### src/nwl_pkg.sv
package nwl_pkg;

  localparam int POS_W  = 24;
  localparam int QUAT_W = 16;
  localparam int DIFF_W = POS_W + 1;
  localparam int SQ_W   = 2 * POS_W;
  localparam int DIST_W = SQ_W + 1;
  localparam int LA_W   = 8;
  localparam int IDX_OUT_W = 8;

  localparam logic [LA_W-1:0] LOOKAHEAD_RST = 8'd5;

  localparam logic MODE_LOAD  = 1'b0;
  localparam logic MODE_QUERY = 1'b1;

  typedef struct packed {
    logic                     mode;
    logic signed [POS_W-1:0]  pos_x;
    logic signed [POS_W-1:0]  pos_y;
    logic signed [QUAT_W-1:0] quat_x;
    logic signed [QUAT_W-1:0] quat_y;
    logic signed [QUAT_W-1:0] quat_z;
    logic signed [QUAT_W-1:0] quat_w;
  } in_req_t;

  typedef struct packed {
    logic                     found;
    logic [IDX_OUT_W-1:0]     nearest_index;
    logic [IDX_OUT_W-1:0]     goal_index;
    logic signed [POS_W-1:0]  goal_x;
    logic signed [POS_W-1:0]  goal_y;
    logic signed [QUAT_W-1:0] goal_qx;
    logic signed [QUAT_W-1:0] goal_qy;
    logic signed [QUAT_W-1:0] goal_qz;
    logic signed [QUAT_W-1:0] goal_qw;
  } out_rsp_t;

  typedef struct packed {
    logic signed [POS_W-1:0]  x;
    logic signed [POS_W-1:0]  y;
    logic signed [QUAT_W-1:0] qx;
    logic signed [QUAT_W-1:0] qy;
    logic signed [QUAT_W-1:0] qz;
    logic signed [QUAT_W-1:0] qw;
  } wp_t;

  // travels alongside each entry through the distance pipeline
  typedef struct packed {
    logic vld;
    logic first;
    logic last;
  } scan_tag_t;

  typedef enum logic [2:0] {
    ST_IDLE,
    ST_SCAN,
    ST_DRAIN,
    ST_GOAL,
    ST_READ,
    ST_RESP
  } state_t;

endpackage

### src/nwl_dist.sv
module nwl_dist #(
  parameter int IW = 8
) (
  input  logic                                   clk,
  input  logic                                   rst_n,
  input  nwl_pkg::scan_tag_t                     tag_in,
  input  logic [IW-1:0]                          idx_in,
  input  logic signed [nwl_pkg::POS_W-1:0]       wp_x,
  input  logic signed [nwl_pkg::POS_W-1:0]       wp_y,
  input  logic signed [nwl_pkg::POS_W-1:0]       rob_x,
  input  logic signed [nwl_pkg::POS_W-1:0]       rob_y,
  output nwl_pkg::scan_tag_t                     tag_out,
  output logic [IW-1:0]                          idx_out,
  output logic [nwl_pkg::DIST_W-1:0]             dist_out
);

  // stage 1: differences, stage 2: squares, stage 3: sum
  logic signed [nwl_pkg::DIFF_W-1:0]   dx_r, dy_r, dx_nxt, dy_nxt;
  logic signed [2*nwl_pkg::DIFF_W-1:0] px, py;
  logic [nwl_pkg::SQ_W-1:0]            sqx_r, sqy_r;
  logic [nwl_pkg::DIST_W-1:0]          sum_r, sum_nxt;
  nwl_pkg::scan_tag_t                  tag1_r, tag2_r, tag3_r;
  logic [IW-1:0]                       idx1_r, idx2_r, idx3_r;

  always_comb begin
    dx_nxt  = nwl_pkg::DIFF_W'(wp_x) - nwl_pkg::DIFF_W'(rob_x);
    dy_nxt  = nwl_pkg::DIFF_W'(wp_y) - nwl_pkg::DIFF_W'(rob_y);
    px      = dx_r * dx_r;
    py      = dy_r * dy_r;
    sum_nxt = nwl_pkg::DIST_W'(sqx_r) + nwl_pkg::DIST_W'(sqy_r);
  end

  always_ff @(posedge clk) begin
    if (!rst_n) begin
      tag1_r <= '0;
      tag2_r <= '0;
      tag3_r <= '0;
    end else begin
      tag1_r <= tag_in;
      tag2_r <= tag1_r;
      tag3_r <= tag2_r;
    end
  end

  // |diff| < 2^24, so the square fits in 48 bits
  always_ff @(posedge clk) begin
    dx_r   <= dx_nxt;
    dy_r   <= dy_nxt;
    idx1_r <= idx_in;
    sqx_r  <= px[nwl_pkg::SQ_W-1:0];
    sqy_r  <= py[nwl_pkg::SQ_W-1:0];
    idx2_r <= idx1_r;
    sum_r  <= sum_nxt;
    idx3_r <= idx2_r;
  end

  assign tag_out  = tag3_r;
  assign idx_out  = idx3_r;
  assign dist_out = sum_r;

endmodule

### config.mk
export PLATFORM = sky130hd
export DESIGN_NAME = nwl_dist
export DESIGN_NICKNAME = d
export VERILOG_FILES = /design/src/nwl_pkg.sv /design/src/nwl_dist.sv
export SDC_FILE = /design/constraint.sdc
export NUM_CORES = 2
export LEC_CHECK = 0
export CORE_ASPECT_RATIO = 1.4
export CORE_MARGIN = 2
export CORE_UTILIZATION = 55
export CTS_CLUSTER_SIZE = 28
export DETAILED_ROUTE_END_ITERATION = 6
export DONT_BUFFER_PORTS = 1
export PLACE_DENSITY_LB_ADDON = 0.15
export SYNTH_ARGS = -nofsm -noshare
export SYNTH_HDL_FRONTEND = slang
export SYNTH_SLANG_ARGS = --single-unit
### constraint.sdc
create_clock -name clk -period 8.4 [get_ports clk]
set_input_delay 1.68 -clock clk [delete_from_list [all_inputs] [get_ports clk]]
set_output_delay 1.68 -clock clk [all_outputs]
set_load 0.05 [all_outputs]
# Word-level counts from Yosys, hierarchy flattened
# Cells that the tools add are included.
[totals] register_bits=228 in_bits=109 output_inout_bits=60
[op_classes] n_addsub=3 n_mul=2
[ops] operator="25-bit by 25-bit multiplier with 48-bit output" count=2
[ops] operator="24-bit by 24-bit subtractor with 25-bit output" count=2
[ops] operator="48-bit by 48-bit adder with 49-bit output" count=1

# Depth between registers and ports, before layout
[logic_depth] depth_word=1 mapped_depth=28 mapped_depth_nobuf=27

# Worst setup path after synthesis
# OpenSTA, ideal clock, no wires.
[synth_path] path_kind="register to register" start="register dx_r[24] in the netlist's numbering" end="register sqx_r[47] in the netlist's numbering" setup_ps=125 t_arrival_ps=6966 slack_ps=1309 path_stages_with_launch=25 path_buffers=2 path_cell_list="dfxtp_1 clkbuf_1 clkbuf_1 nand2_1 inv_1 fa_1 fa_1 inv_1 fa_1 fa_1 fa_1 inv_1 fa_1 fa_1 ha_1 a21o_1 a21o_1 a21oi_1 o21ai_0 a31oi_1 a21oi_1 or2_2 a41o_1 a211oi_1 xnor2_1"
[synth_via] elab_chain_cells=1
[synth_rtl] item="start, declared" line="nwl_dist.sv:18" rtl="logic signed [nwl_pkg::DIFF_W-1:0] dx_r, dy_r, dx_nxt, dy_nxt;"
[synth_rtl] item="start signal, assigned" line="nwl_dist.sv:47" rtl="dx_r <= dx_nxt;"
[synth_rtl] item="25-bit by 25-bit multiplier with 48-bit output" line="nwl_dist.sv:28" rtl="px = dx_r * dx_r;"
[synth_rtl] item="named net px, one bit" line="nwl_dist.sv:19" rtl="logic signed [2*nwl_pkg::DIFF_W-1:0] px, py;"
[synth_rtl] item="end signal, assigned" line="nwl_dist.sv:50" rtl="sqx_r <= px[nwl_pkg::SQ_W-1:0];"
[synth_rtl] item="end, declared" line="nwl_dist.sv:20" rtl="logic [nwl_pkg::SQ_W-1:0] sqx_r, sqy_r;"
# The timed path passes the listed nets, and every way through them passes these cells.
# A chain may end at the register's enable or synchronous reset.

# Worst setup path in the final report
[layout_path] start="register dy_r[3] in the netlist's numbering" end="register sqy_r[47] in the netlist's numbering"
[layout_via] elab_chain_cells=1
[layout_rtl] item="start, declared" line="nwl_dist.sv:18"
[layout_rtl] item="start signal, assigned" line="nwl_dist.sv:48" rtl="dy_r <= dy_nxt;"
[layout_rtl] item="25-bit by 25-bit multiplier with 48-bit output" line="nwl_dist.sv:29" rtl="py = dy_r * dy_r;"
[layout_rtl] item="named net py, one bit" line="nwl_dist.sv:19"
[layout_rtl] item="end signal, assigned" line="nwl_dist.sv:51" rtl="sqy_r <= py[nwl_pkg::SQ_W-1:0];"
[layout_rtl] item="end, declared" line="nwl_dist.sv:20"
# The timed path passes the listed nets, and every way through them passes these cells.

==> impl_results.md <==
- Final HPWL DP: 98.65 mm
- Tcrit/Tclk final: between 90 and 100%
- Outcome: finished, final reports clean
- Slew headroom: a little over a quarter
- Layout area overhead: 5.790%
- Nets: 6700
- Post-synth EDFFs: 0
- R2R Path Start: dy_r[3]
- Setup TNS: 0 ns
- Avg WL per Cell: around 18 microns
- H-tree Lvls: 1
- # setup viols final: 0
- Slowest stage cell, crit path: dfxtp_1
- Post-route DRC: 0
- Crit path max fanout: 15
- Buffers & Inverters on Critical Path: 6
- HP Class: register to register
- Clk Latency, worst-skew pair: between 0.6 and 0.7 ns
- CP startpoint kind: register
- Cells after Synth: 5014
- CTS tree: yes
- R2r endpoint: sqy_r[47]
- Crit-path most repeated cell: fa_1
- Worst Hold Path EP: idx2_r[3]
- Via count: between 30k and 40k
- Layout cells sized above 1: 3.257%
- Net Count, Synth: ~6.7k
- Antenna viol nets, final: 0
- Critical path required time: 8.93 ns
- Hold path cells: 0
- Number of buffers created by CTS: 28
- Setup slack, reg-to-reg: slightly above 0.4 ns
- CTS Hold Bufs: 0
- Final worst path period need: between 7 and 8 ns
- Top Family by Delay on Critical Path: adder cells
- Largest cells by area after synthesis: fa_1 49%, inv_1 11%, ha_1 10%
- Most common cell in the synthesized netlist: inv_1
- CTS Buffer Depth: 3
- RSZ-0062 raised after global routing: no
- Most instantiated cells after synthesis: 1416 x inv_1, 1184 x fa_1, 394 x nand2_1
- Max-cap violations: 0
- Synth cell types: 65
- Top-area cell type share of the netlist area: between 40% and 50%
- Critical path arrival: 8.53 ns
- Max-slew violation count: 0
- Sink Count: 226
- Placer Congestion: 0.9333
- Overflow left after global routing: 0
- DIE HEIGHT: roughly 360 microns
- Post-CTS sizing: 0
- Max frequency: roughly 0.13 GHz
- Least-Margin Pin Slew: 1.095 ns
- Synthesis-stage register bit count: approximately 230
- Initial antenna violation count: 1
- Syn Area/Cell: roughly 9.7 sq um
- Synth Cell Area: around 49000 sq um
- CTS clk-pin slew, worst paths: about 0.060 ns
- Initial DRC count: 1591
- Row cnt: around 130
- DRT Wirelength: ~110 mm
- Max stage delay on crit path: 0.77 ns
- Antenna diodes: 0
- Global-route wire length before repair: around 190 mm
- Port bufs: 0
- Die area: between 90000 and 100000 sq um
- Largest net degree at the start of global routing: 40
- Drt pass-1 iters: 5
- Critical path class: register to register
- Vias in the first global route: 36.07k
- R2R cell count: 25
- Core box area: ~88000 sq um
- Worst Min Path Start: idx1_r[3]
- Post-synthesis sequential area ratio: a little under a tenth
- Critical Path Sink Type: register
- Root Buffer: clkbuf_16
- Post-CTS setup buffer count: 0
- Final hold vios: 0
- Die X: between 200 and 300 microns
- Synth Flop Type: dfxtp_1
- Ys async rst share: 0%
- Ys Warns: 0
- Avg Vias per Cell: roughly 5
- Gr usage total: 26.27%
- Starting density of the core: a little under three fifths
- Yosys top cell by area: fa_1
- Final Skew: about 0.034 ns
- # IOs: ~170
[worst reg2reg max path, stage by stage (launching register included)]
cell and delay, ns:
dfxtp_1 0.77, and2_1 0.26, inv_1 0.07, fa_1 0.53, inv_1 0.06, fa_1 0.54
inv_1 0.06, fa_1 0.44, fa_1 0.55, inv_1 0.06, fa_1 0.49, fa_1 0.49
inv_1 0.05, fa_1 0.47, inv_1 0.04, ha_1 0.34, and3_1 0.24, a2111oi_0 0.62
o31a_1 0.26, o31ai_1 0.09, a21oi_1 0.30, nor4_1 0.10, nor3_1 0.37, o21ai_0 0.25
a221oi_1 0.37, xnor2_1 0.15
[kinds of logic (layout without fill, tap and decap cells)]
kind of cell	count (synthesis)	count (layout)	share of synthesized area, %
compound gates	457	457	6.217
buf+inv	1540	1562	11.88
xor+xnor	207	207	3.725
simple gates	1006	1006	10.06
fa+ha+maj	1576	1576	58.78
mux	2	2	0.04114
flops	226	226	9.297
[per-layer routing]
| layer | routed length (microns) | GRT usage (%) | up-vias |
|---|---|---|---|
| met5 | 0 | 0 | - |
| met4 | 5152 | 10.32 | 0 |
| met3 | 4610 | 2.781 | 214 |
| met2 | 57610 | 46.79 | 694 |
| met1 | 45770 | 32.90 | 16170 |
| li1 | - | - | 14760 |
[placed cells by master, fill, tap and decap left out, types with 11 or more instances in the layout]
master     instances
buf_4             93
a21o_1            90
xor2_1            53
nor2_1           155
nand2b_1          33
a31oi_1           16
inv_1           1416
and2_1           248
o21a_1            25
nand4_1           11
nor3_1            22
o21bai_1          13
a211oi_1          20
clkbuf_16         29
o21ai_0           86
nand3_1           25
nand2_1          394
dfxtp_1          226
nor2b_1           52
xnor2_1          154
fa_1            1184
a21oi_1          126
and3_1            24
ha_1             392
[state kept, by name, summed over array words and instances (netlist names)]
| signal | flops |
|---|---|
| dy_r | 25 |
| sqx_r | 47 |
| tag1_r | 3 |
| tag2_r | 3 |
| dx_r | 25 |
| dist_out | 49 |
| idx_out | 8 |
| idx1_r | 8 |
| sqy_r | 47 |
| tag_out | 3 |
| idx2_r | 8 |
[layout make-up]
| class | count | area (sq um) |
|---|---|---|
| sequential | 226 | 4524 |
| tap | 1179 | 1475 |
| inverter | 1417 | 5319 |
| timing repair buffer | 94 | 718.2 |
| clock buffer | 36 | 812.0 |
| clock inverter | 15 | 275.3 |
| fill | 7844 | 36480 |
| multi-input combinational | 3248 | 38360 |
[how the worst max path moves through the flow]
stage	from	end	slack, ns	cells after the start
2_1_floorplan	dx_r[24]	sqx_r[47]	1.31	24
3_3_place_gp	dy_r[3]	sqy_r[47]	0.50	25
3_5_place_dp	dy_r[3]	sqy_r[47]	0.36	25
4_1_cts	dy_r[3]	sqy_r[47]	0.37	25
5_1_grt	dy_r[3]	sqy_r[47]	0.006	24
6_report	dy_r[3]	sqy_r[47]	0.41	25
[per-stage QoR]
step | cell area, sq um | hold WS (ns) | instances | utilization (%) | setup slack, ns
2_1_floorplan | 48670 | 0.3096 | 5014 | - | 1.309
3_3_place_gp | 50400 | 0.3098 | 6164 | 57.29 | 0.4951
3_5_place_dp | 50400 | 0.3121 | 6164 | 57.29 | 0.3642
4_1_cts | 51480 | 0.3250 | 6215 | 58.53 | 0.3721
5_1_grt | 51480 | 0.3280 | 6215 | 58.53 | 0.005828
6_report | 51480 | 0.3241 | 6215 | 58.53 | 0.4056
Power is not shown: default switching activity piles up to over one toggle a cycle in this logic, so the estimate is an artifact.
