`src/nwl_pkg.sv`:
```
package nwl_pkg;

  localparam int POS_W  = 24;
  localparam int QUAT_W = 16;
  localparam int DIFF_W = POS_W + 1;
  localparam int SQ_W   = 2 * POS_W;
  localparam int DIST_W = SQ_W + 1;
  localparam int LA_W   = 8;
  localparam int IDX_OUT_W = 8;

  localparam logic [LA_W-1:0] LOOKAHEAD_RST = 8'd5;

  localparam logic MODE_LOAD  = 1'b0;
  localparam logic MODE_QUERY = 1'b1;

  typedef struct packed {
    logic                     mode;
    logic signed [POS_W-1:0]  pos_x;
    logic signed [POS_W-1:0]  pos_y;
    logic signed [QUAT_W-1:0] quat_x;
    logic signed [QUAT_W-1:0] quat_y;
    logic signed [QUAT_W-1:0] quat_z;
    logic signed [QUAT_W-1:0] quat_w;
  } in_req_t;

  typedef struct packed {
    logic                     found;
    logic [IDX_OUT_W-1:0]     nearest_index;
    logic [IDX_OUT_W-1:0]     goal_index;
    logic signed [POS_W-1:0]  goal_x;
    logic signed [POS_W-1:0]  goal_y;
    logic signed [QUAT_W-1:0] goal_qx;
    logic signed [QUAT_W-1:0] goal_qy;
    logic signed [QUAT_W-1:0] goal_qz;
    logic signed [QUAT_W-1:0] goal_qw;
  } out_rsp_t;

  typedef struct packed {
    logic signed [POS_W-1:0]  x;
    logic signed [POS_W-1:0]  y;
    logic signed [QUAT_W-1:0] qx;
    logic signed [QUAT_W-1:0] qy;
    logic signed [QUAT_W-1:0] qz;
    logic signed [QUAT_W-1:0] qw;
  } wp_t;

  // travels alongside each entry through the distance pipeline
  typedef struct packed {
    logic vld;
    logic first;
    logic last;
  } scan_tag_t;

  typedef enum logic [2:0] {
    ST_IDLE,
    ST_SCAN,
    ST_DRAIN,
    ST_GOAL,
    ST_READ,
    ST_RESP
  } state_t;

endpackage

```
`src/nwl_ctrl.sv`:
```
module nwl_ctrl #(
  parameter int MAX_WAYPOINTS = 256
) (
  input  logic                             clk,
  input  logic                             rst_n,
  input  logic                             start,
  input  nwl_pkg::in_req_t                 in_data,
  output logic                             busy,
  input  logic [nwl_pkg::LA_W-1:0]         lookahead,
  output logic                             wr_en,
  output logic [$clog2(MAX_WAYPOINTS)-1:0] wr_addr,
  output nwl_pkg::wp_t                     wr_data,
  output logic                             rd_en,
  output logic [$clog2(MAX_WAYPOINTS)-1:0] rd_addr,
  input  nwl_pkg::wp_t                     rd_data,
  output nwl_pkg::scan_tag_t               rd_tag,
  output logic [$clog2(MAX_WAYPOINTS)-1:0] rd_idx,
  output logic signed [nwl_pkg::POS_W-1:0] rob_x,
  output logic signed [nwl_pkg::POS_W-1:0] rob_y,
  input  nwl_pkg::scan_tag_t               dist_tag,
  input  logic [$clog2(MAX_WAYPOINTS)-1:0] dist_idx,
  input  logic [nwl_pkg::DIST_W-1:0]       dist_val,
  output logic                             out_valid,
  output nwl_pkg::out_rsp_t                out_data
);

  localparam int IW = $clog2(MAX_WAYPOINTS);
  localparam int CW = $clog2(MAX_WAYPOINTS + 1);
  localparam int GW = ((IW > nwl_pkg::LA_W) ? IW : nwl_pkg::LA_W) + 1;

  nwl_pkg::state_t state_r, state_nxt;

  logic [CW-1:0]                    count_r, count_nxt, count_m1;
  logic [IW-1:0]                    last_idx;
  logic [IW-1:0]                    scan_idx_r, scan_idx_nxt;
  logic signed [nwl_pkg::POS_W-1:0] rob_x_r, rob_x_nxt, rob_y_r, rob_y_nxt;
  nwl_pkg::scan_tag_t               issue_tag, rd_tag_r;
  logic [IW-1:0]                    rd_idx_r;
  logic [nwl_pkg::DIST_W-1:0]       best_r, best_nxt;
  logic [IW-1:0]                    nearest_r, nearest_nxt;
  logic [IW-1:0]                    goal_r, goal_nxt;
  logic [GW-1:0]                    goal_sum;
  logic                             out_valid_r, out_valid_nxt;
  nwl_pkg::out_rsp_t                out_rsp_r, out_rsp_nxt;
  logic                             accept, is_query, empty_query;

  assign count_m1    = count_r - CW'(1);
  assign last_idx    = count_m1[IW-1:0];
  assign accept      = start && (state_r == nwl_pkg::ST_IDLE);
  assign is_query    = (in_data.mode == nwl_pkg::MODE_QUERY);
  assign empty_query = accept && is_query && (count_r == '0);

  // next state
  always_comb begin
    state_nxt = state_r;
    unique case (state_r)
      nwl_pkg::ST_IDLE: begin
        if (accept && is_query && (count_r != '0)) begin
          state_nxt = nwl_pkg::ST_SCAN;
        end
      end
      nwl_pkg::ST_SCAN: begin
        if (scan_idx_r == last_idx) begin
          state_nxt = nwl_pkg::ST_DRAIN;
        end
      end
      nwl_pkg::ST_DRAIN: begin
        if (dist_tag.vld && dist_tag.last) begin
          state_nxt = nwl_pkg::ST_GOAL;
        end
      end
      nwl_pkg::ST_GOAL: state_nxt = nwl_pkg::ST_READ;
      nwl_pkg::ST_READ: state_nxt = nwl_pkg::ST_RESP;
      nwl_pkg::ST_RESP: state_nxt = nwl_pkg::ST_IDLE;
      default:          state_nxt = nwl_pkg::ST_IDLE;
    endcase
  end

  // outputs
  always_comb begin
    busy            = (state_r != nwl_pkg::ST_IDLE);
    wr_en           = accept && !is_query && (count_r < CW'(MAX_WAYPOINTS));
    wr_addr         = count_r[IW-1:0];
    wr_data.x       = in_data.pos_x;
    wr_data.y       = in_data.pos_y;
    wr_data.qx      = in_data.quat_x;
    wr_data.qy      = in_data.quat_y;
    wr_data.qz      = in_data.quat_z;
    wr_data.qw      = in_data.quat_w;
    rd_en           = (state_r == nwl_pkg::ST_SCAN) || (state_r == nwl_pkg::ST_READ);
    rd_addr         = (state_r == nwl_pkg::ST_READ) ? goal_r : scan_idx_r;
    issue_tag.vld   = (state_r == nwl_pkg::ST_SCAN);
    issue_tag.first = (scan_idx_r == '0);
    issue_tag.last  = (scan_idx_r == last_idx);
  end

  // datapath register updates
  always_comb begin
    count_nxt     = count_r;
    scan_idx_nxt  = scan_idx_r;
    rob_x_nxt     = rob_x_r;
    rob_y_nxt     = rob_y_r;
    best_nxt      = best_r;
    nearest_nxt   = nearest_r;
    out_valid_nxt = 1'b0;
    out_rsp_nxt   = out_rsp_r;

    goal_sum = GW'(nearest_r) + GW'(lookahead);
    goal_nxt = (goal_sum > GW'(last_idx)) ? last_idx : goal_sum[IW-1:0];

    if (wr_en) begin
      count_nxt = count_r + CW'(1);
    end
    if (accept && is_query) begin
      rob_x_nxt    = in_data.pos_x;
      rob_y_nxt    = in_data.pos_y;
      scan_idx_nxt = '0;
    end
    if (state_r == nwl_pkg::ST_SCAN) begin
      scan_idx_nxt = scan_idx_r + IW'(1);
    end
    // strict less-than keeps the first entry on ties
    if (dist_tag.vld && (dist_tag.first || (dist_val < best_r))) begin
      best_nxt    = dist_val;
      nearest_nxt = dist_idx;
    end
    if (empty_query) begin
      out_valid_nxt = 1'b1;
      out_rsp_nxt   = '0;
    end
    if (state_r == nwl_pkg::ST_RESP) begin
      out_valid_nxt             = 1'b1;
      out_rsp_nxt.found         = 1'b1;
      out_rsp_nxt.nearest_index = nwl_pkg::IDX_OUT_W'(nearest_r);
      out_rsp_nxt.goal_index    = nwl_pkg::IDX_OUT_W'(goal_r);
      out_rsp_nxt.goal_x        = rd_data.x;
      out_rsp_nxt.goal_y        = rd_data.y;
      out_rsp_nxt.goal_qx       = rd_data.qx;
      out_rsp_nxt.goal_qy       = rd_data.qy;
      out_rsp_nxt.goal_qz       = rd_data.qz;
      out_rsp_nxt.goal_qw       = rd_data.qw;
    end
  end

  always_ff @(posedge clk) begin
    if (!rst_n) begin
      state_r     <= nwl_pkg::ST_IDLE;
      count_r     <= '0;
      rd_tag_r    <= '0;
      out_valid_r <= 1'b0;
    end else begin
      state_r     <= state_nxt;
      count_r     <= count_nxt;
      rd_tag_r    <= issue_tag;
      out_valid_r <= out_valid_nxt;
    end
  end

  always_ff @(posedge clk) begin
    scan_idx_r <= scan_idx_nxt;
    rob_x_r    <= rob_x_nxt;
    rob_y_r    <= rob_y_nxt;
    rd_idx_r   <= scan_idx_r;
    best_r     <= best_nxt;
    nearest_r  <= nearest_nxt;
    out_rsp_r  <= out_rsp_nxt;
    if (state_r == nwl_pkg::ST_GOAL) begin
      goal_r <= goal_nxt;
    end
  end

  assign rd_tag    = rd_tag_r;
  assign rd_idx    = rd_idx_r;
  assign rob_x     = rob_x_r;
  assign rob_y     = rob_y_r;
  assign out_valid = out_valid_r;
  assign out_data  = out_rsp_r;

endmodule

```
`config.mk`:
```
export PLATFORM = sky130hd
export DESIGN_NAME = nwl_ctrl
export DESIGN_NICKNAME = d
export VERILOG_FILES = /design/src/nwl_pkg.sv /design/src/nwl_ctrl.sv
export SDC_FILE = /design/constraint.sdc
export NUM_CORES = 1
export LEC_CHECK = 0
export BUFFER_PORTS_ARGS = -buffer_cell sky130_fd_sc_hd__buf_2
export CAP_MARGIN = 0
export CORE_AREA = 2 2 237 239
export CTS_CLUSTER_SIZE = 40
export DETAILED_ROUTE_END_ITERATION = 8
export DIE_AREA = 0 0 239 241
export PLACE_DENSITY = 0.57
export SYNTH_ARGS = -nofsm -noshare
export SYNTH_HDL_FRONTEND = slang
export SYNTH_SLANG_ARGS = --single-unit
export TNS_END_PERCENT = 20
```
`constraint.sdc`:
```
create_clock -name clk -period 9.9 [get_ports clk]
set_input_delay 1.485 -clock clk [delete_from_list [all_inputs] [get_ports clk]]
set_output_delay 1.485 -clock clk [all_outputs]
set_load 0.05 [all_outputs]
```
# After elaboration in Yosys (flattened, before gate mapping)
# Index checks and enable logic that the tools add are counted.
# Widths: inputs -> output; s select.
[op_classes]
n_addsub = 4
n_lt_le_gt_ge = 3
n_eq_ne = 9
muxes = 12
n_reduce_logical = 19
[ops]
columns = ["operator", "count"]
rows = [
  ["$mux 128", 2],
  ["$lt 49x49->1", 1],
  ["$mux 8", 4],
  ["$pmux 3 s5", 1],
  ["$add 8x8->9", 1],
  ["$add 9x1->9 const B", 1],
  ["$gt 9x8->1", 1],
  ["$logic_not 9->1", 1],
  ["$lt 9x9->1 const B", 1],
  ["$mux 3", 3],
  ["$reduce_bool 9->1", 1],
  ["$add 8x1->8 const B", 1],
  ["$eq 8x8->1", 1],
  ["$logic_and 1x1->1", 8],
  ["$logic_not 8->1", 1],
  ["$sub 8x1->8 const B", 1],
  ["$eq 3x2->1 const B", 2],
  ["$eq 3x3->1 const B", 2],
  ["$ne 2x2->1 const B", 2],
  ["$reduce_bool 2->1", 2],
  ["$eq 3x1->1 const B", 1],
  ["$logic_not 3->1", 1],
  ["$reduce_and 3->1", 1],
  ["$reduce_bool 3->1", 1],
  ["other kinds (4)", 6],
]
[word_totals]
register_bits = 274
out_inout_bits = 320
elab_cells = 69

# Longest topological paths before layout
# Gate-level depths: netlist (run 1).
[depth]
ltp_word = 6
ltp_mapped = 14

# Worst setup path after synthesis (run 1)
# Ideal clock, no wire load.
[synth_path]
path_kind = "in2reg"
startpoint = "input in_data[112] in the netlist's numbering"
endpoint = "register out_rsp_r, in the netlist out_data[0] (enable)"
setup_ps = 492
t_arrival_ps = 5800
required_ps = 9408
path_slack_ps = 3609
cell_stages = 3
path_cell_list = "and3_1 -> nand4_1 -> nand2_1"
[synth_between]
elab_chain_len = 3
[synth_rtl]
columns = ["item", "line_no", "text"]
rows = [
  ["start, declared", "nwl_ctrl.sv:7", "input nwl_pkg::in_req_t in_data,"],
  ["$logic_and 1x1->1 (2 in a row)", "nwl_ctrl.sv:51", "assign empty_query = accept && is_query && (count_r == '0);"],
  ["$reduce_bool 2->1 (no source line)", "--", ""],
  ["end signal, assigned", "nwl_ctrl.sv:166", "out_rsp_r <= out_rsp_nxt;"],
  ["end, declared", "nwl_ctrl.sv:44", "nwl_pkg::out_rsp_t out_rsp_r, out_rsp_nxt;"],
]
# Every way passes these cells.
# A chain may end at the register's enable or synchronous reset.

# Worst setup path after layout (run 1)
[layout_path]
startpoint = "input dist_val[10] in the netlist's numbering"
endpoint = "register best_r[33] in the netlist's numbering (enable)"
[layout_between]
elab_chain_len = 3
[layout_rtl]
columns = ["item", "line_no", "text"]
rows = [
  ["start, declared", "nwl_ctrl.sv:22", "input logic [nwl_pkg::DIST_W-1:0] dist_val,"],
  ["$lt 49x49->1", "nwl_ctrl.sv:123", "if (dist_tag.vld && (dist_tag.first || (dist_val < best_r))) begin"],
  ["$logic_or 1x1->1", "nwl_ctrl.sv:123", ""],
  ["$logic_and 1x1->1", "nwl_ctrl.sv:123", ""],
  ["end signal, assigned", "nwl_ctrl.sv:164", "best_r <= best_nxt;"],
  ["end, declared", "nwl_ctrl.sv:39", "logic [nwl_pkg::DIST_W-1:0] best_r, best_nxt;"],
]
# Every way passes these cells.

==> results of run 1 <==
## synthesized netlist by cell type (all sizes together) (5+ instances only)
cell type | n | area share, %
and3 | 132 | 6.6
a21oi | 30 | 1.2
nand4 | 13 | 0.65
a211oi | 8 | 0.58
clkbuf | 39 | 1.2
mux2 | 7 | 0.63
o21ai | 15 | 0.60
xor2 | 21 | 1.5
dfxtp | 25 | 4.0
mux2i | 5 | 0.40
ha | 69 | 6.9
nor3 | 8 | 0.41
a21o | 11 | 0.66
nand2b | 5 | 0.25
nand3 | 14 | 0.56
nand2 | 28 | 0.83
nor2 | 38 | 1.1
inv | 59 | 1.8
xnor2 | 11 | 0.77
edfxtp | 249 | 59
buf | 124 | 7.4
## logic make-up (layout without fill, tap and decap cells)
| family | Yosys count | in the layout |
|---|---|---|
| AO/OA/AOI/OAI | 82 | 82 |
| XOR/XNOR | 33 | 33 |
| adder cells (fa/ha/maj) | 70 | 70 |
| buffers and inverters | 222 | 609 |
| flip-flops | 274 | 274 |
| multiplexers | 12 | 12 |
| other | 0 | 7 |
| AND/OR/NAND/NOR | 258 | 258 |
## metrics by stage
stage                     std cells  hold slack, ns  cell area [um2]
after floorplan                 951           0.346            12600
after global routing           2046           0.495            15900
after global placement         1984           0.433            14900
after CTS                      2042           0.466            15900
final                          2049           0.461            15900
after detailed placement       1984           0.456            14900
## flip-flops by register name, indices dropped and copies added (netlist names)
name,flops
best_r,49
count_r,9
rob_x,24
scan_idx_r,8
rob_y,24
goal_r,8
state_r,3
rd_idx,8
out_data,129
out_valid,1
nearest_r,8
rd_tag,3
## worst register-to-register path, stage by stage (launching register included)
cell	delay, ns
edfxtp_1	0.36
inv_1	0.07
ha_1	0.23
a21oi_1	0.17
nor2_1	0.07
a211oi_1	0.28
or4b_2	0.63
a221oi_1	0.52
o221a_2	0.80
buf_4	0.49
## power groups by stage
stage	logic, mW	registers, mW	clock network [mW]
finish	0.464	1.35	1.15
global route	0.502	1.36	1.24
CTS	0.469	1.35	1.19
detailed placement	0.467	1.38	0
global placement	0.461	1.38	0
floorplan	0.274	1.50	0
## cell type report
cell class	count	area (um2)	share of cell area [%]
flip-flops and latches	274	7980	50.1
repair buffers	492	2470	15.5
clock buffers	47	918	5.76
clock inverters	11	105	0.660
diodes	7	17.5	0.110
multi-input cells	455	3330	20.9
inverters	59	221	1.39
well taps	704	881	5.53
## path summary, 6_finish.rpt
path,startpoint,end,slack (ns)
setup / recovery,dist_val[10],best_r[33],5.26
hold / removal,out_data[128],out_data[128],0.46
setup reg to reg,best_r[10],best_r[33],5.92
hold reg to reg,out_data[128],out_data[128],0.46
## routing by layer
metal  global-route usage, %  up-vias  wire (um)
li1                        -     4073          -
met1                    15.5     4211      15900
met2                    19.4      350      17800
met3                    4.40       78       3690
met4                    3.71       14        991
met5                       0        -         86
==> out/results.ini, run 1 <==
[status]
status = complete, no violations

[yosys]
synthMuxAreaShare_pct = 1.02
syn_nets = 1317
syn_inst = 951
postSynth.asyncResetShare_pct = 0
synth_cell_types = 51
ys_ff_latch = 274
synth_top_family_by_area = simple AND/OR/NAND/NOR gates
synth_simple_gate_area_share_pct = 11.6
synth_compound_area_share_pct = 4.27
yosysSeqAreaShare_pct = 63.4
synthAdderAreaFrac_pct = 7.02
yosysWarnings = 0
synth_xor_area_share_pct = 2.41
syn_area_mm2 = 0.0126
synth-edff-count = 249
synth_flop_cell = edfxtp_1
avgSynthCellArea_um2 = 13.2

[critical_path]
cp.depth = 9
crit_type = input pin to flop
ff2ff_path_depth = 9
crit_required_ns = 10.13
cp_slowest_stage_delay_ns = 0.80
critPathSlowestCell = o221a_2
end_kind = flop
crit_path_cell_trace = buf_2, ha_1, a21oi_1, nor2_1, a211oi_1, or4b_2, a221oi_1, o221a_2, buf_4
critical_path.top_delay_family = compound AO/OA/AOI/OAI gates
startpoint_type = input pin
crit_buf_inv = 2
arrival_ns = 4.87
critPathMaxFanout = 30

[global_route]
grt_usage_pct = 12.2
antenna_found_initial = 15
grt_pass1_vias = 8391
grt_max_degree = 94
grt_overflow = 0
grt_pass1_wl_mm = 53.2

[flow_run]
cap_violations = 0

[detailed_routing]
ant_nets = 0
drc_errors = 0
drt_iter0_drc = 437
vias_per_cell = 4.26
vias = 8726
wl_per_cell_um = 18.8
wl_mm = 38.5
drt_pass1_iterations = 4

[worst_hold_path]
min_path_type = flop to flop
hold_path_depth = 2

[sta]
fin_skew_ns = 0.0139
worst_slack_ns = 5.26
hold_viol = 0
rsz0062_at_grt = false
period_share_pct = 46.8
worst_slew_pin_slew_ns = 0.946
setup_viol = 0
fmax_ghz = 0.216
final_max_slew_viol_count = 0
final.setup.tns_ns = 0
fin_crit_ns = 4.64
slew_headroom_pct = 36.8

[floorplanning]
top_level_ports = 616
chipWidth_um = 239
row_count = 86
coreArea_mm2 = 0.0549
start_util_pct = 22.9
dieHeight_um = 241
die_area_mm2 = 0.0576

[clock_network]
cts_buffer_depth = 3
cts_resized = 0
post-cts-setup-buffers = 0
cts_sinks = 274
worstSkewPairLatency_ns = 0.59
cts_tree = yes
htreeDepth = 1
cts_hold_buf = 0
cts-root-buf = clkbuf_16
cts.clk_slew.worst_paths_ns = 0.06
cts-buffers-inserted = 31

[final_layout]
area.growth.synth_to_final_pct = 26.5
final_cell_mix = 487 x buf_2, 249 x edfxtp_1, 131 x and3_1
nNetsFinal = 1679
fillers = 5659
final_common_cell = buf_2
final_util_pct = 29.0
drive_above_1_share_pct = 41.6

[power]
power_frac_comb_pct = 15.6
switching_power_uw = 846
p_total_mw = 2.97
power.internal_mw = 2.12
leakagePower_nw = 7.34
powerDensity_mw_per_mm2 = 186
clock_power_share_pct = 38.9
sw_frac_of_total_pct = 28.5
vdd_ir_drop_max_v = 0.000123
p_seq_share_pct = 45.5

[placement]
dp_worst_setup_slack_ns = 4.60
gp_congestion = 0.763
port-buffer-count = 487
hpwlAfterDp_mm = 29.0

(Power assumes the default switching activity.)
==> inputs of run 2 (changes only) <==
- clock period: 9.9 -> 4.6 ns (I/O delays scaled with it)
==> run 2 against run 1 <==
Effect of this change:
- non-clock buffer count grew 3
- combinational power rose by 120%
- worst setup slack got worse by 4.3 ns
- cell count down 0.15%
- sequential share of layout area fell by 0.30 points
==> out/results.ini, run 2 (synthesis gave the netlist of run 1 again) <==
[floorplanning]
row_count = 86
coreArea_mm2 = 0.0549
dieHeight_um = 241
chipWidth_um = 239
start_util_pct = 22.9
top_level_ports = 616
die_area_mm2 = 0.0576

[global_route]
grt_max_degree = 115
met1_usage_pct = 15.6
grt_usage_pct = 12.5
top_usage_layer = met2
met2_usage_pct = 20.1
grt_util_met3_pct = 4.51
antenna_found_initial = 6
grt_pass1_vias = 8528
grt_pass1_wl_mm = 53.6
grt_overflow = 0

[sta]
worst_slew_pin_slew_ns = 1.04
fmax_ghz = 0.276
fin_crit_ns = 3.63
slew_headroom_pct = 30.8
worst_slack_ns = 0.975
setup_viol = 0
hold_viol = 0
period_share_pct = 78.8
final.setup.tns_ns = 0
final_max_slew_viol_count = 0
rsz0062_at_grt = false
fin_skew_ns = 0.0188

[clock_network]
worstSkewPairLatency_ns = 0.54
cts_hold_buf = 0
htreeDepth = 2
cts_resized = 0
post-cts-setup-buffers = 0
cts-buffers-inserted = 34
cts.clk_slew.worst_paths_ns = 0.06
cts-root-buf = clkbuf_16
cts_tree = yes
cts_buffer_depth = 3
cts_sinks = 274

[detailed_routing]
vias = 8705
ant_nets = 0
wl_per_cell_um = 19.1
drt_iter0_drc = 493
vias_per_cell = 4.25
drt_pass1_iterations = 5
drc_errors = 0
wl_mm = 39.0

[placement]
hpwlAfterDp_mm = 29.7
port-buffer-count = 487
dp_worst_setup_slack_ns = 0.739
gp_congestion = 0.800

[critical_path]
critPathMaxFanout = 8
crit_type = flop to flop
crit_required_ns = 4.86
rr_endpoint = goal_r[4]
end_kind = flop
startpoint_type = flop
reg2reg_slack_ns = 0.97
r2r-start = count_r[0]
arrival_ns = 3.89
ff2ff_path_depth = 11

[final_layout]
final_cell_mix = 487 x buf_2, 249 x edfxtp_1, 131 x and3_1
multi_input_area_mm2 = 0.00333
fillers = 5634
largest_register_ff_count = 129
nNetsFinal = 1685
area.growth.synth_to_final_pct = 27.3
drive_above_1_share_pct = 41.8
final_common_cell = buf_2
seq_area_mm2 = 0.00798

[status]
status = complete, no violations

[power]
powerDensity_mw_per_mm2 = 407
leakagePower_nw = 7.39
vdd_ir_drop_max_v = 0.000216

[worst_hold_path]
hold_start = dist_idx[6]
min_path_type = input pin to flop
hold_path_depth = 1
hold-path-endpoint = nearest_r[6]

[flow_run]
cap_violations = 0

[run 2: cell count changes in the layout (fill, tap and decap cells not counted), sizes merged]
cell / delta
buf: +3
clkinv: +6
diode: -6
bufinv: +1
inv: -1
clkbuf: -5
clkinvlp: -1
[run 2: worst max-delay path, stage by stage, from the launching register on]
cell	delay, ns
dfxtp_1	0.39
inv_1	0.16
ha_1	0.28
or3b_1	0.42
or3_1	0.37
xor2_1	0.27
ha_1	0.29
a21o_1	0.16
a21oi_1	0.12
o21ai_0	0.19
a2111oi_0	0.60
a21oi_1	0.09
[run 2: through the flow]
stage | instances | hold slack, ns | power (mW) | util, % | instance area, um2
6_report | 2046 | 0.332 | 6.52 | 29.2 | 16000
5_1_grt | 2045 | 0.305 | 6.78 | 29.2 | 16000
3_3_place_gp | 1987 | 0.438 | 3.96 | 27.2 | 14900
3_5_place_dp | 1987 | 0.444 | 3.97 | 27.2 | 14900
2_1_floorplan | 951 | 0.346 | 3.81 | - | 12600
4_1_cts | 2045 | 0.286 | 6.63 | 29.2 | 16000
[run 2: cell type report]
class                           instances  area share, %
Antenna cell                            1         0.0156
Sequential cell                       274           49.8
Clock inverter                         16          0.999
Timing Repair Buffer                  495           15.7
Tap cell                              704           5.50
Clock buffer                           42           5.75
Inverter                               59           1.38
Multi-Input combinational cell        455           20.8
[run 2: report_power, final]
group | switching [mW] | internal (mW)
clock | 1.07 | 1.54
sequential | 0.0489 | 2.86
combinational | 0.724 | 0.284
total | 1.84 | 4.68
[run 2: layer usage]
metal / vias up / share of wire (%)
li1: 4068 / -
met1: 4186 / 42
met2: 359 / 46
met3: 84 / 9.0
met4: 8 / 2.7
met5: - / 0.11
[run 2: worst max path at each step]
stage	from	end	depth (start not counted)
after floorplan	state_r[2]	out_data[0]	5
after global placement	lookahead[0]	goal_r[5]	13
after detailed placement	lookahead[0]	goal_r[7]	13
after CTS	state_r[2]	rd_en	4
after global routing	nearest_r[1]	goal_r[0]	12
final	count_r[0]	goal_r[4]	11
==> inputs of run 3 (changes only) <==
- CORE_AREA: 2 2 237 239 -> 2 2 236 238
- DIE_AREA: 0 0 239 241 -> 0 0 238 240
- PLACE_DENSITY: 0.57 -> 0.58
- clock period: 4.6 -> 3.1 ns (I/O delays scaled with it)
==> run 3 against run 2 <==
Effect of this change:
- clock-buffer cell count grew 3
- register-to-register slack got worse by 1.2 ns
- worst hold slack got worse by 0.22 ns
- cell count rose by 2.1%
- clock power grew 53%
- non-clock buffer count up 38
- first-iteration DRC count shrank 32%
- largest power group unchanged
- fmax rose by 9.0%
- the run now ends with setup timing left
- total power up 54%
- largest cell class unchanged
==> out/results.ini, run 3 (synthesis gave the netlist of run 1 again) <==
[placement]
placed_area_mm2 = 0.0152
dp_cells = 2015
hpwlAfterDp_mm = 29.7
dp_worst_setup_slack_ns = -0.454
port-buffer-count = 487
gp_congestion = 0.804

[clock_network]
cts_buffer_depth = 3
cts-root-buf = clkbuf_16
cts_sinks = 274
cts.clk_slew.worst_paths_ns = 0.06
cts_tree = yes
worstSkewPairLatency_ns = 0.53
htreeDepth = 2
cts-buffers-inserted = 34

[worst_hold_path]
hold_start = dist_idx[4]
hold_path_depth = 1
min_path_type = input pin to flop
hold-path-endpoint = nearest_r[4]

[sta]
setup_viol = 8
worst_slack_ns = -0.227
hold_viol = 0
final_max_slew_viol_count = 0
fmax_ghz = 0.301
rsz0062_at_grt = true
period_share_pct = 107
slew_headroom_pct = 35.9
fin_crit_ns = 3.33
fin_skew_ns = 0.0130
worst_slew_pin_slew_ns = 0.951

[detailed_routing]
drt_pass1_iterations = 4
drt_iter0_drc = 336
drc_errors = 0
wl_per_cell_um = 19.0
wl_mm = 39.7
vias = 8952
ant_nets = 0
vias_per_cell = 4.29

[flow_run]
cap_violations = 0

[critical_path]
startpoint_type = flop
rr_endpoint = goal_r[6]
arrival_ns = 3.58
critPathMaxFanout = 5
r2r-start = nearest_r[0]
crit_type = flop to flop
end_kind = flop
reg2reg_slack_ns = -0.23
crit_required_ns = 3.36
ff2ff_path_depth = 12

[final_layout]
finalInstanceArea_mm2 = 0.0167
final_common_cell = buf_2
final_cell_mix = 487 x buf_2, 249 x edfxtp_1, 131 x and3_1
stdcell_count = 2089
area.growth.synth_to_final_pct = 32.2
nNetsFinal = 1723
largest_register_ff_count = 129
drive_above_1_share_pct = 45.6

[power]
p_seq_share_pct = 42.9
switching_power_mw = 2.81
powerDensity_mw_per_mm2 = 602
power_frac_comb_pct = 17.3
power.internal_mw = 7.22
sw_frac_of_total_pct = 28.0
leakagePower_nw = 7.67
clock_power_share_pct = 39.8
vdd_ir_drop_max_v = 0.000412

[floorplanning]
chipWidth_um = 238
dieHeight_um = 240
row_count = 86
start_util_pct = 23.0
die_area_mm2 = 0.0571
coreArea_mm2 = 0.0547
top_level_ports = 616

[status]
failed_checks = setup timing
status = complete, but fails checks

[global_route]
grt_usage_pct = 12.9
antenna_found_initial = 14
grt_overflow = 0
grt_pass1_vias = 8825
grt_pass1_wl_mm = 55.4
grt_max_degree = 127

==> run 3: cell count changes in the layout (fill, tap and decap cells not counted), sizes merged <==
cell,before,now
clkinv,13,10
clkinvlp,0,1
clkbuf,42,47
inv,60,62
buf,495,531
diode,1,3
==> run 3: cell type report <==
| cell class | instances | area (um2) |
|---|---|---|
| Inverter | 59 | 221 |
| Fill cell | 5504 | 38000 |
| Antenna cell | 3 | 7.51 |
| Clock inverter | 16 | 143 |
| Tap cell | 704 | 881 |
| Multi-Input combinational cell | 455 | 3550 |
| Timing Repair Buffer | 533 | 2880 |
| Clock buffer | 45 | 987 |
| Sequential cell | 274 | 7980 |
==> run 3: worst max path at each step <==
stage                     slack (ns)          from         to  depth (start not counted)
after floorplan                -0.06  lookahead[0]  goal_r[5]                         13
after global placement         -0.40  lookahead[0]  goal_r[7]                         13
after detailed placement       -0.45  lookahead[0]  goal_r[0]                         13
after CTS                      -0.06  nearest_r[1]  goal_r[7]                         13
after global routing           -0.32  nearest_r[0]  goal_r[6]                         12
final                          -0.23  nearest_r[0]  goal_r[6]                         12
==> run 3: timing repair <==
item,4_1_cts,5_1_grt
gates cloned,0,2
endpoints found under the setup margin,65,65
resized for setup,18,20
buffers inserted,9,0
pin swaps,21,21
hold buffers,0,0
==> run 3: per-stage QoR <==
stage,power [mW],hold slack [ns],setup TNS [ns],util [%]
global route,10.4,0.0923,-1.93,30.5
finish,10.0,0.110,-1.12,30.5
global placement,5.93,0.442,-15.58,27.8
floorplan,5.66,0.346,-0.887,-
CTS,10.1,0.0693,-0.271,30.2
detailed placement,5.95,0.447,-18.30,27.8
==> run 3: layer usage <==
| layer | part of all wire, % | GRT usage [%] | routed length [um] |
|---|---|---|---|
| met2 | 49 | 21.6 | 19300 |
| met3 | 8.2 | 4.28 | 3260 |
| met4 | 2.7 | 4.75 | 1070 |
| met5 | 0.20 | 0 | 79 |
| met1 | 40 | 15.5 | 15900 |
==> run 3: power by group through the flow <==
stage	sequential [mW]	combinational (mW)	clock [mW]
final	4.30	1.74	3.99
after global routing	4.32	1.86	4.22
after CTS	4.30	1.66	4.13
after detailed placement	4.38	1.57	0
after global placement	4.38	1.55	0
after floorplan	4.77	0.885	0
==> run 3: worst max-delay path: stages (launching register included) <==
cell and delay, ns:
edfxtp_1 0.39, ha_2 0.21, fa_2 0.39, a21o_1 0.20, a21oi_2 0.17, xnor2_2 0.17
ha_1 0.29, nand4_1 0.14, nor2_2 0.08, a211oi_2 0.26, o21ai_4 0.13, a2111oi_0 0.52
a21oi_1 0.09
